**src/sckb_pkg.sv**
```systemverilog
// Package: shared types and constants for the scaled colour-key blit core.
`default_nettype none
package sckb_pkg;

	// Transparent colour key
	localparam logic [31:0] KEY_COLOR = 32'hFF00_0000;

	// Field widths
	localparam int COLOR_W  = 32;
	localparam int TILE_W   = 8;
	localparam int ORIGIN_W = 9;
	localparam int OFFSET_W = 25;
	localparam int LINE_W   = 14;
	localparam int PBITS_W  = 6;
	localparam int CFG_IDX_W  = 2;
	localparam int CFG_DATA_W = 14;

	// Configuration register indexes
	localparam logic [CFG_IDX_W-1:0] REG_WIN_W_TILES = 2'd0;
	localparam logic [CFG_IDX_W-1:0] REG_WIN_H_TILES = 2'd1;
	localparam logic [CFG_IDX_W-1:0] REG_LINE_BYTES  = 2'd2;
	localparam logic [CFG_IDX_W-1:0] REG_PIXEL_BITS  = 2'd3;

	// Configuration registers as seen by the datapath
	typedef struct packed {
		logic [TILE_W-1:0]  win_w_tiles;
		logic [TILE_W-1:0]  win_h_tiles;
		logic [LINE_W-1:0]  line_bytes;
		logic [PBITS_W-1:0] pixel_bits;
	} cfg_t;

	// One kept pixel, in window tile coordinates
	typedef struct packed {
		logic [COLOR_W-1:0] color;
		logic [TILE_W-1:0]  tile_x;
		logic [TILE_W-1:0]  tile_y;
	} blit_item_t;

endpackage
`default_nettype wire

```
**src/sckb_front.sv**
```systemverilog
// Front end: accepts sprite pixels, drops keyed and clipped ones, queues the rest.
`default_nettype none
module sckb_front
	import sckb_pkg::*;
(
	input  wire logic                 start,
	output logic                      busy,
	input  wire logic [COLOR_W-1:0]   pixel_color,
	input  wire logic [TILE_W-1:0]    sprite_col,
	input  wire logic [TILE_W-1:0]    sprite_row,
	input  wire logic [ORIGIN_W-1:0]  origin_x,
	input  wire logic [ORIGIN_W-1:0]  origin_y,
	input  wire cfg_t                 cfg,
	input  wire logic                 q_full,
	output logic                      q_push,
	output blit_item_t                q_item
);

	logic signed [ORIGIN_W:0] tile_x;
	logic signed [ORIGIN_W:0] tile_y;
	logic                     in_x;
	logic                     in_y;
	logic                     keyed;

	// Tile position in the window; the block is a whole tile, so it is kept or dropped whole
	assign tile_x = $signed({2'b00, sprite_col}) + $signed({origin_x[ORIGIN_W-1], origin_x});
	assign tile_y = $signed({2'b00, sprite_row}) + $signed({origin_y[ORIGIN_W-1], origin_y});
	assign in_x   = !tile_x[ORIGIN_W] && (tile_x[ORIGIN_W-1:0] < {1'b0, cfg.win_w_tiles});
	assign in_y   = !tile_y[ORIGIN_W] && (tile_y[ORIGIN_W-1:0] < {1'b0, cfg.win_h_tiles});
	assign keyed  = (pixel_color == KEY_COLOR);

	// Accept while the queue has room
	assign busy   = q_full;
	assign q_push = start && !q_full && !keyed && in_x && in_y;

	assign q_item.color  = pixel_color;
	assign q_item.tile_x = tile_x[TILE_W-1:0];
	assign q_item.tile_y = tile_y[TILE_W-1:0];

endmodule
`default_nettype wire

```
**src/sckb_queue.sv**
```systemverilog
// Two-entry queue between the front end and the write generator.
`default_nettype none
module sckb_queue
	import sckb_pkg::*;
(
	input  wire logic        clk,
	input  wire logic        arst_n,
	input  wire logic        push,
	input  wire blit_item_t  push_item,
	output logic             full,
	input  wire logic        pop,
	output logic             valid,
	output blit_item_t       head
);

	blit_item_t  mem_q [2];
	logic        wr_ptr_q;
	logic        rd_ptr_q;
	logic [1:0]  count_q;

	assign full  = (count_q == 2'd2);
	assign valid = (count_q != 2'd0);
	assign head  = mem_q[rd_ptr_q];

	// Storage
	always_ff @(posedge clk) begin
		if (push) begin
			mem_q[wr_ptr_q] <= push_item;
		end
	end

	// Pointers and fill count
	always_ff @(posedge clk or negedge arst_n) begin
		if (!arst_n) begin
			wr_ptr_q <= 1'b0;
			rd_ptr_q <= 1'b0;
			count_q  <= 2'd0;
		end else begin
			if (push) begin
				wr_ptr_q <= !wr_ptr_q;
			end
			if (pop) begin
				rd_ptr_q <= !rd_ptr_q;
			end
			if (push && !pop) begin
				count_q <= count_q + 2'd1;
			end else if (pop && !push) begin
				count_q <= count_q - 2'd1;
			end
		end
	end

endmodule
`default_nettype wire

```
**src/sckb_back.sv**
```systemverilog
// Back end: walks each queued pixel's block and produces one frame-buffer write per cycle.
`default_nettype none
module sckb_back
	import sckb_pkg::*;
#(
	parameter int SCALE = 4
) (
	input  wire logic                 clk,
	input  wire logic                 arst_n,
	input  wire cfg_t                 cfg,
	input  wire logic                 q_valid,
	input  wire blit_item_t           q_head,
	output logic                      q_pop,
	output logic                      write_valid,
	output logic [OFFSET_W-1:0]       byte_offset,
	output logic [COLOR_W-1:0]        write_color,
	output logic                      last_write
);

	localparam int CW  = (SCALE > 1) ? $clog2(SCALE) : 1;
	localparam int PW  = TILE_W + CW;
	localparam int RPW = PW + LINE_W;
	localparam int CPW = PW + PBITS_W;
	localparam logic [CW-1:0] LAST_IDX = CW'(SCALE - 1);

	blit_item_t      item_q;
	logic            active_q;
	logic [CW-1:0]   row_q;
	logic [CW-1:0]   col_q;
	logic            at_last;
	logic [PW-1:0]   pos_x;
	logic [PW-1:0]   pos_y;

	logic                valid_s1;
	logic                last_s1;
	logic [COLOR_W-1:0]  color_s1;
	logic [RPW-1:0]      row_prod_s1;
	logic [CPW-1:0]      col_prod_s1;

	assign at_last = (row_q == LAST_IDX) && (col_q == LAST_IDX);
	assign q_pop   = q_valid && (!active_q || at_last);

	// Block walk: rows top to bottom, columns left to right
	always_ff @(posedge clk or negedge arst_n) begin
		if (!arst_n) begin
			active_q <= 1'b0;
			row_q    <= '0;
			col_q    <= '0;
		end else if (q_pop) begin
			active_q <= 1'b1;
			row_q    <= '0;
			col_q    <= '0;
		end else if (active_q) begin
			if (at_last) begin
				active_q <= 1'b0;
			end else if (col_q == LAST_IDX) begin
				col_q <= '0;
				row_q <= row_q + CW'(1);
			end else begin
				col_q <= col_q + CW'(1);
			end
		end
	end

	always_ff @(posedge clk) begin
		if (q_pop) begin
			item_q <= q_head;
		end
	end

	// Pixel position of the current write
	assign pos_x = PW'(item_q.tile_x) * PW'(SCALE) + PW'(col_q);
	assign pos_y = PW'(item_q.tile_y) * PW'(SCALE) + PW'(row_q);

	// Stage 1: row and column products
	always_ff @(posedge clk or negedge arst_n) begin
		if (!arst_n) begin
			valid_s1 <= 1'b0;
		end else begin
			valid_s1 <= active_q;
		end
	end

	always_ff @(posedge clk) begin
		last_s1     <= at_last;
		color_s1    <= item_q.color;
		row_prod_s1 <= RPW'(pos_y) * RPW'(cfg.line_bytes);
		col_prod_s1 <= CPW'(pos_x) * CPW'(cfg.pixel_bits);
	end

	// Stage 2: offset sum, wraps at the offset width
	always_ff @(posedge clk or negedge arst_n) begin
		if (!arst_n) begin
			write_valid <= 1'b0;
			last_write  <= 1'b0;
		end else begin
			write_valid <= valid_s1;
			last_write  <= valid_s1 && last_s1;
		end
	end

	always_ff @(posedge clk) begin
		write_color <= color_s1;
		byte_offset <= OFFSET_W'(row_prod_s1) + OFFSET_W'(col_prod_s1 >> 3);
	end

endmodule
`default_nettype wire

```
**src/scaled_color_key_blit_core.sv**
```systemverilog
// Top level: scaled sprite blit with colour key.
//
// Usage:
//  - A sprite pixel is transferred at a clock edge with start high and busy low.
//  - A pixel whose colour is the key, or whose tile lies outside the window,
//    is dropped at once and gives no writes; the next pixel may follow next cycle.
//  - A kept pixel gives SCALE*SCALE writes, one per cycle, rows top to bottom;
//    write_valid marks each, last_write marks the final one of the pixel.
//  - The first write follows the transfer through the queue, the walker and
//    the product and offset-sum stages; the walker takes a new kept pixel only
//    as it walks the last write of the one before. A two-entry queue lets the
//    front keep taking pixels while the walker works; busy rises when it is full.
//  - The receiver cannot stall: each write is shown for exactly one cycle.
//  - Configuration writes (cfg_we, cfg_index, cfg_data) take effect at once
//    and must be made while no pixel is in flight; the core does not enforce this.
//  - Reset empties the queue and pipeline and loads the window 32x32 tiles,
//    512 bytes per line and 32 bits per pixel.
`default_nettype none
module scaled_color_key_blit_core
	import sckb_pkg::*;
#(
	parameter int SCALE = 4
) (
	input  wire logic                   clk,
	input  wire logic                   arst_n,
	input  wire logic                   cfg_we,
	input  wire logic [CFG_IDX_W-1:0]   cfg_index,
	input  wire logic [CFG_DATA_W-1:0]  cfg_data,
	input  wire logic                   start,
	output logic                        busy,
	input  wire logic [COLOR_W-1:0]     pixel_color,
	input  wire logic [TILE_W-1:0]      sprite_col,
	input  wire logic [TILE_W-1:0]      sprite_row,
	input  wire logic [ORIGIN_W-1:0]    origin_x,
	input  wire logic [ORIGIN_W-1:0]    origin_y,
	output logic                        write_valid,
	output logic [OFFSET_W-1:0]         byte_offset,
	output logic [COLOR_W-1:0]          write_color,
	output logic                        last_write
);

	cfg_t        cfg_q;
	logic        q_full;
	logic        q_push;
	logic        q_pop;
	logic        q_valid;
	blit_item_t  q_item;
	blit_item_t  q_head;

	// Configuration registers
	always_ff @(posedge clk or negedge arst_n) begin
		if (!arst_n) begin
			cfg_q.win_w_tiles <= TILE_W'(32);
			cfg_q.win_h_tiles <= TILE_W'(32);
			cfg_q.line_bytes  <= LINE_W'(512);
			cfg_q.pixel_bits  <= PBITS_W'(32);
		end else if (cfg_we) begin
			case (cfg_index)
				REG_WIN_W_TILES: cfg_q.win_w_tiles <= cfg_data[TILE_W-1:0];
				REG_WIN_H_TILES: cfg_q.win_h_tiles <= cfg_data[TILE_W-1:0];
				REG_LINE_BYTES:  cfg_q.line_bytes  <= cfg_data[LINE_W-1:0];
				REG_PIXEL_BITS:  cfg_q.pixel_bits  <= cfg_data[PBITS_W-1:0];
				default: ;
			endcase
		end
	end

	sckb_front u_front (
		.start       (start),
		.busy        (busy),
		.pixel_color (pixel_color),
		.sprite_col  (sprite_col),
		.sprite_row  (sprite_row),
		.origin_x    (origin_x),
		.origin_y    (origin_y),
		.cfg         (cfg_q),
		.q_full      (q_full),
		.q_push      (q_push),
		.q_item      (q_item)
	);

	sckb_queue u_queue (
		.clk       (clk),
		.arst_n    (arst_n),
		.push      (q_push),
		.push_item (q_item),
		.full      (q_full),
		.pop       (q_pop),
		.valid     (q_valid),
		.head      (q_head)
	);

	sckb_back #(
		.SCALE (SCALE)
	) u_back (
		.clk         (clk),
		.arst_n      (arst_n),
		.cfg         (cfg_q),
		.q_valid     (q_valid),
		.q_head      (q_head),
		.q_pop       (q_pop),
		.write_valid (write_valid),
		.byte_offset (byte_offset),
		.write_color (write_color),
		.last_write  (last_write)
	);

endmodule
`default_nettype wire

```
**config.mk**
```make
export PLATFORM = sky130hd
export DESIGN_NAME = scaled_color_key_blit_core
export DESIGN_NICKNAME = d
export VERILOG_FILES = /design/src/sckb_pkg.sv /design/src/sckb_front.sv /design/src/sckb_queue.sv /design/src/sckb_back.sv /design/src/scaled_color_key_blit_core.sv
export SDC_FILE = /design/constraint.sdc
export NUM_CORES = 1
export LEC_CHECK = 0
export ABC_AREA = 1
export BUFFER_PORTS_ARGS = -buffer_cell sky130_fd_sc_hd__buf_4
export CAP_MARGIN = 20
export CELL_PAD_IN_SITES_DETAIL_PLACEMENT = 0
export CELL_PAD_IN_SITES_GLOBAL_PLACEMENT = 1
export CORE_UTILIZATION = 29
export CTS_BUF_LIST = sky130_fd_sc_hd__clkbuf_4
export CTS_CLUSTER_DIAMETER = 120
export DETAILED_ROUTE_END_ITERATION = 8
export PLACE_DENSITY_LB_ADDON = 0.1
export SYNTH_ARGS = -nofsm -noshare
export SYNTH_HDL_FRONTEND = slang
export SYNTH_SLANG_ARGS = --single-unit
```
**constraint.sdc**
```tcl
create_clock -name clk -period 10.3 [get_ports clk]
set_input_delay 0 -clock clk [delete_from_list [all_inputs] [get_ports clk]]
set_output_delay 0 -clock clk [all_outputs]
set_load 0.01 [all_outputs]
```
Word-level counts from Yosys, hierarchy flattened
Memory sizes are Yosys's and may differ from the RTL's. A register that Yosys moved wholly into a read port is not among the register bits. Index checks and enable logic that the tools add are counted.

RAM bits: 96. Input port bits: 86. Word-level logic and storage cells: 88. Flip-flop bits (word level): 178. Output and inout port bits: 60. Memories kept: 1.

Mux-type cells: 15. Order comparisons: 2. Reductions and logical operators: 32. Equality and inequality tests: 8. $mul: 2. Add/sub/neg operators: 9.

Memory list: u_queue.mem_q (words 2, bits a word 48, read ports 1, clocked after memory_dff 1, wr ports 1, line sckb_queue.sv:16) `blit_item_t mem_q [2];`.

Operators with widths (number): $eq A32 B32 Y1 const B (1); $add A24 B13 Y25 (1); $mul A10 B14 Y24 (1); $add A10 B2 Y10 (2); $add A9 B9 Y10 (2); $mux W2 (10); $lt A9 B8 Y1 (2); $mul A10 B6 Y16 (1); $logic_and A1 B1 Y1 (11); $eq A2 B2 Y1 const B (5); $reduce_and A2 Y1 (5); $logic_not A1 Y1 (9); $reduce_bool A2 Y1 (4); $add A2 B1 Y2 const B (3); $mux W1 (5); $reduce_and A3 Y1 (1); $eq A2 B1 Y1 const B (1); $logic_not A2 Y1 (1); $ne A2 B2 Y1 const B (1); $sub A2 B1 Y2 const B (1); $logic_or A1 B1 Y1 (1).

Depth between registers and ports, before layout
Depth in word-level cells: 10. Depth in mapped cells: 23. Gate-level depth less buffers: 22.

Hierarchy
Synthesis repeated with hierarchy kept, for this count alone.

Cells, all modules: 2089. Area total of the unflattened synthesis: 19263.5 um^2.

By module, submodules not included: sckb_back (seq. area each 4184.0 um^2, area an instance 12465.7 um^2, cells each 1484, instances 1); sckb_queue (seq. area each 2982.9 um^2, area an instance 3716.1 um^2, cells each 174, instances 1); sckb_front (seq. area each 0.0 um^2, area an instance 1585.3 um^2, cells each 269, instances 1); scaled_color_key_blit_core (seq. area each 905.9 um^2, area an instance 1496.4 um^2, cells each 162, instances 1).

Worst setup path before layout
OpenSTA, ideal clock, no wires.

Path type: register to register. From: register cfg_q[15] (netlist name). To: register u_back.row_prod_s1[21]. Period minus slack after synthesis: 4.832 ns. Slack: 5.468 ns. Data arrival time: 4.719 ns. Cell stages (with the launch flop): 21. Setup time: 0.112 ns. Required time: 10.188 ns. Path buffers: 1. Cell sequence: dfstp_2 clkbuf_1 nand2_1 fa_1 inv_1 fa_1 inv_1 fa_1 fa_1 inv_1 fa_1 ha_1 a21o_1 a21oi_1 inv_1 a21oi_1 nand2_2 a21oi_2 inv_1 nand2_1 nand2_1.

Cells in the longest elaborated chain, start to end: 1.

RTL lines: from (decl) (line scaled_color_key_blit_core.sv:42) `cfg_t cfg_q;`; $mul A10 B14 Y24 (line sckb_back.sv:87) `row_prod_s1 <= RPW'(pos_y) * RPW'(cfg.line_bytes);`; to (signal assigned) (line sckb_back.sv:87); to (decl) (line sckb_back.sv:37) `logic [RPW-1:0] row_prod_s1;`.

Every way passes these cells. A chain may end at the register's enable or synchronous reset.

Worst setup path in the final report
From: register u_back.item_q[0] (netlist name). To: register u_back.row_prod_s1[23].

Cells in the longest elaborated chain, start to end: 2.

RTL lines: $add A10 B2 Y10 (line sckb_back.sv:73) `assign pos_y = PW'(item_q.tile_y) * PW'(SCALE) + PW'(row_q);`; $mul A10 B14 Y24 (line sckb_back.sv:87).

Every way passes these cells.

==> impl_metrics.tcl <==
set metrics [dict create \
    peakVddDrop_v 0.000301 \
    synth_enable_flop_cells 144 \
    worstReg2RegStart "u_back.item_q[0]$_DFFE_PP_" \
    postSynthAreaPerCell_um2 9.83 \
    fin_crit_ns 5.20 \
    route.vias.total 12829 \
    rsz_0062_raised_after_global_routing "no" \
    ys_seq_area_share_pct 45.5 \
    placedInstanceArea_um2 19700 \
    drt_first_iter_violations 500 \
    cts.repair_timing.setup_buffer_count 0 \
    later_pin_clock_latency_in_the_skew_report_ns 0.86 \
    ant_nets_after_route 0 \
    finalHoldViolations 0 \
    maxCapViolations 0 \
    tightestPinTransition_ns 0.866 \
    grt_usage_pct 14.9 \
    port-buffer-count 145 \
    setup.worst_path.class "reg2reg" \
    netlist_instances 1803 \
    postSynth.asyncResetShare_pct 15.0 \
    cp.arrival_ns 5.92 \
    detail_route.drc_violations 0 \
    clock-root-buffer "clkbuf_4" \
    netlist.top_cell.by_area "edfxtp_1" \
    min-delay-start "cfg_data[1]" \
    grt_overflow 0 \
    worst_r2r_endpoint "u_back.row_prod_s1[23]$_DFF_P_" \
    crit_path_end_kind "flop" \
    finalWirelength_mm 44.5 \
    pin_count 146 \
    crit_path_start_kind "flop" \
    stdcell_area_um2 22500 \
    power_density_nw_per_um2 315 \
    netlist_area_um2 17700 \
    syn-num-nets 2146 \
    period_share_pct 50.5 \
    skew_ns 0.0481 \
    final_max_slew_viol_count 0 \
    place_congestion 0.790 \
    timing.fmax_mhz 192 \
    synth_cell_types 42 \
    die_area_um2 62100 \
    post_cts.resized_instances 0 \
    timing.setup.tns_ns 0 \
    drive_above_1_share_pct 14.9 \
    report.final.setup_viol 0 \
    clk_pin_slew_worst_paths_ns 0.06 \
    hold-path-endpoint "cfg_q[7]$_DFFE_PN0P_" \
    floorplan.core_area_um2 60400 \
    wire_per_inst_um 14.7 \
    worst_ep_required_time_ns 11.02 \
    reg2reg_setup_slack_ns 5.10 \
    grt_antenna_before_repair 6 \
    grt_pass1_vias 13909 \
    hold_depth 4 \
    dr.pass1.iters 5 \
    cts_htree_levels 3 \
    areaGrowthSynthToFinish_pct 26.9 \
    tritoncts_num_sinks 319 \
    synth_top_cells_by_area "edfxtp_1 24%, fa_1 15%, dfxtp_1 14%" \
    cts_tree "built" \
    reg2reg_depth 19 \
    fillCellCount 6195 \
    floorplan.initialDensity_pct 29.4 \
    routed_via_density 4.25 \
    synth_warnings 0 \
    dp.final_hpwl_mm 31.7 \
    postSynthRegisterBits 319 \
    cellLeakagePower_uw 0.0110 \
    synth_largest_type_area_fraction_pct 24.4 \
    clk_path_buf_depth 3 \
    hold_class "in2reg" \
    crit_fanout 14 \
    outcome "complete, no violations" \
    core.rowCount 90 \
    grt_start_max_net_pins 51 \
    grt_pass1_wl_mm 73.2 \
    floorplan_die_height_um 249 \
    nets 2499 \
    yosys_most_used_dff "edfxtp_1" \
    cts-buffers-inserted 90 \
    fp.dieW_um 249 \
    max_slew_margin_pct 42.1 \
]
## layer usage
| metal | track usage (%) | routed length, µm | share of wire [%] |
|---|---|---|---|
| met1 | 18.8 | 20600 | 46 |
| met2 | 24.6 | 20600 | 46 |
| met3 | 3.90 | 2120 | 4.8 |
| met4 | 5.57 | 1120 | 2.5 |
| met5 | 0 | 10 | 0.022 |
## layout by cell type, fill, tap and decap left out, drive strengths merged, types with 8 or more instances in the layout
cell | Yosys | layout
nand2 | 511 | 511
inv | 310 | 312
dlygate4sd3 | 0 | 156
buf | 2 | 151
edfxtp | 144 | 144
clkbuf | 44 | 141
fa | 130 | 130
ha | 127 | 127
dfxtp | 127 | 127
a21oi | 71 | 71
o21ai | 59 | 59
nor2 | 58 | 58
xor2 | 45 | 45
dfrtp | 44 | 44
nand3 | 42 | 42
xnor2 | 22 | 22
clkinv | 0 | 22
nand4 | 16 | 16
nor3 | 8 | 8
a21o | 8 | 8
## power by group
part	internal (µW)	switching, µW
Clock	633	575
Combinational	1600	2450
Sequential	1630	189
## stage by stage
stage | util (%) | hold WS, ns | total power [µW] | setup WS [ns] | cells
after floorplan | - | -0.296 | 4740 | 5.47 | 1803
after global placement | 32.6 | 0.109 | 5920 | 5.19 | 2689
after detailed placement | 32.6 | 0.111 | 5900 | 5.13 | 2689
after CTS | 37.2 | 0.0371 | 7250 | 5.10 | 3011
after global routing | 37.3 | 0.0903 | 7910 | 4.79 | 3017
final | 37.3 | 0.122 | 7080 | 5.10 | 3017
## layout make-up
class	count	area (µm²)	area share, %
multi-input combinational	1128	8330	37.0
sequential	319	8070	35.9
timing repair buffer	307	2720	12.1
inverter	310	1160	5.17
clock buffer	141	1060	4.71
tap	782	978	4.35
clock inverter	24	156	0.695
antenna	6	15.0	0.0668
## cells in the mapped netlist (2+ instances only)
cell type and number:
a21o_1 6, a21o_2 2, a21oi_1 68, a21oi_2 3, a31oi_1 6, and3_1 2, buf_2 2, clkbuf_1 44
dfrtp_1 44, dfstp_2 4, dfxtp_1 127, edfxtp_1 144, fa_1 130, ha_1 127, inv_1 310, mux2_2 6
nand2_1 507, nand2_2 3, nand3_1 41, nand3b_1 3, nand4_1 16, nor2_1 56, nor2_2 2, nor3_1 7
nor4_1 2, o21ai_0 57, o21bai_1 3, o31ai_1 2, xnor2_1 22, xor2_1 45
## worst max-delay path, cell delays in order, from the launching register on
cell and delay (ns):
edfxtp_1 0.76, nand2_1 0.16, fa_1 0.54, inv_1 0.05, fa_1 0.49, inv_1 0.05
fa_1 0.47, inv_1 0.05, fa_1 0.53, inv_1 0.06, fa_1 0.52, inv_1 0.04
ha_1 0.35, a21o_2 0.23, a21oi_1 0.17, nand2_1 0.08, nand2_1 0.05, nand3_1 0.12
a21oi_1 0.19, xor2_1 0.17
## timing repair
| action | 4_1_cts | 5_1_grt |
|---|---|---|
| hold buffers | 157 | 0 |
| setup endpoints to repair | 0 | 0 |
| endpoints found under the hold margin | 182 | 0 |
## flip-flops by register name, summed over array words and instances, names as in the netlist, 2 cells and up
name	count
u_back.item_q	48
u_back.byte_offset	25
u_queue.mem_q	96
u_back.write_color	32
u_back.col_prod_s1	13
cfg_q	36
u_back.color_s1	32
u_back.row_q	2
u_back.col_q	2
u_back.row_prod_s1	24
u_queue.count_q	2
## cell families after synthesis
family | synth area share, %
adder cells (fa/ha/maj) | 23.6
multiplexers | 0.381
AND/OR/NAND/NOR | 14.5
buffers and inverters | 7.55
AO/OA/AOI/OAI | 5.10
flip-flops | 45.5
XOR/XNOR | 3.31
## worst max-delay path by stage
stage / slack, ns / to / depth (start not counted) / from
finish: 5.10 / u_back.row_prod_s1[23]$_DFF_P_ / 19 / u_back.item_q[0]$_DFFE_PP_
global route: 4.79 / u_back.row_prod_s1[21]$_DFF_P_ / 19 / u_back.row_q[1]$_DFFE_PN0P_
CTS: 5.10 / u_back.row_prod_s1[23]$_DFF_P_ / 18 / u_back.row_q[1]$_DFFE_PN0P_
detailed placement: 5.13 / u_back.row_prod_s1[23]$_DFF_P_ / 19 / u_back.item_q[1]$_DFFE_PP_
global placement: 5.19 / u_back.row_prod_s1[23]$_DFF_P_ / 19 / u_back.item_q[1]$_DFFE_PP_
floorplan: 5.47 / u_back.row_prod_s1[21]$_DFF_P_ / 20 / cfg_q[15]$_DFFE_PN1P_
Note: power is estimated with default switching activity, not from simulation.
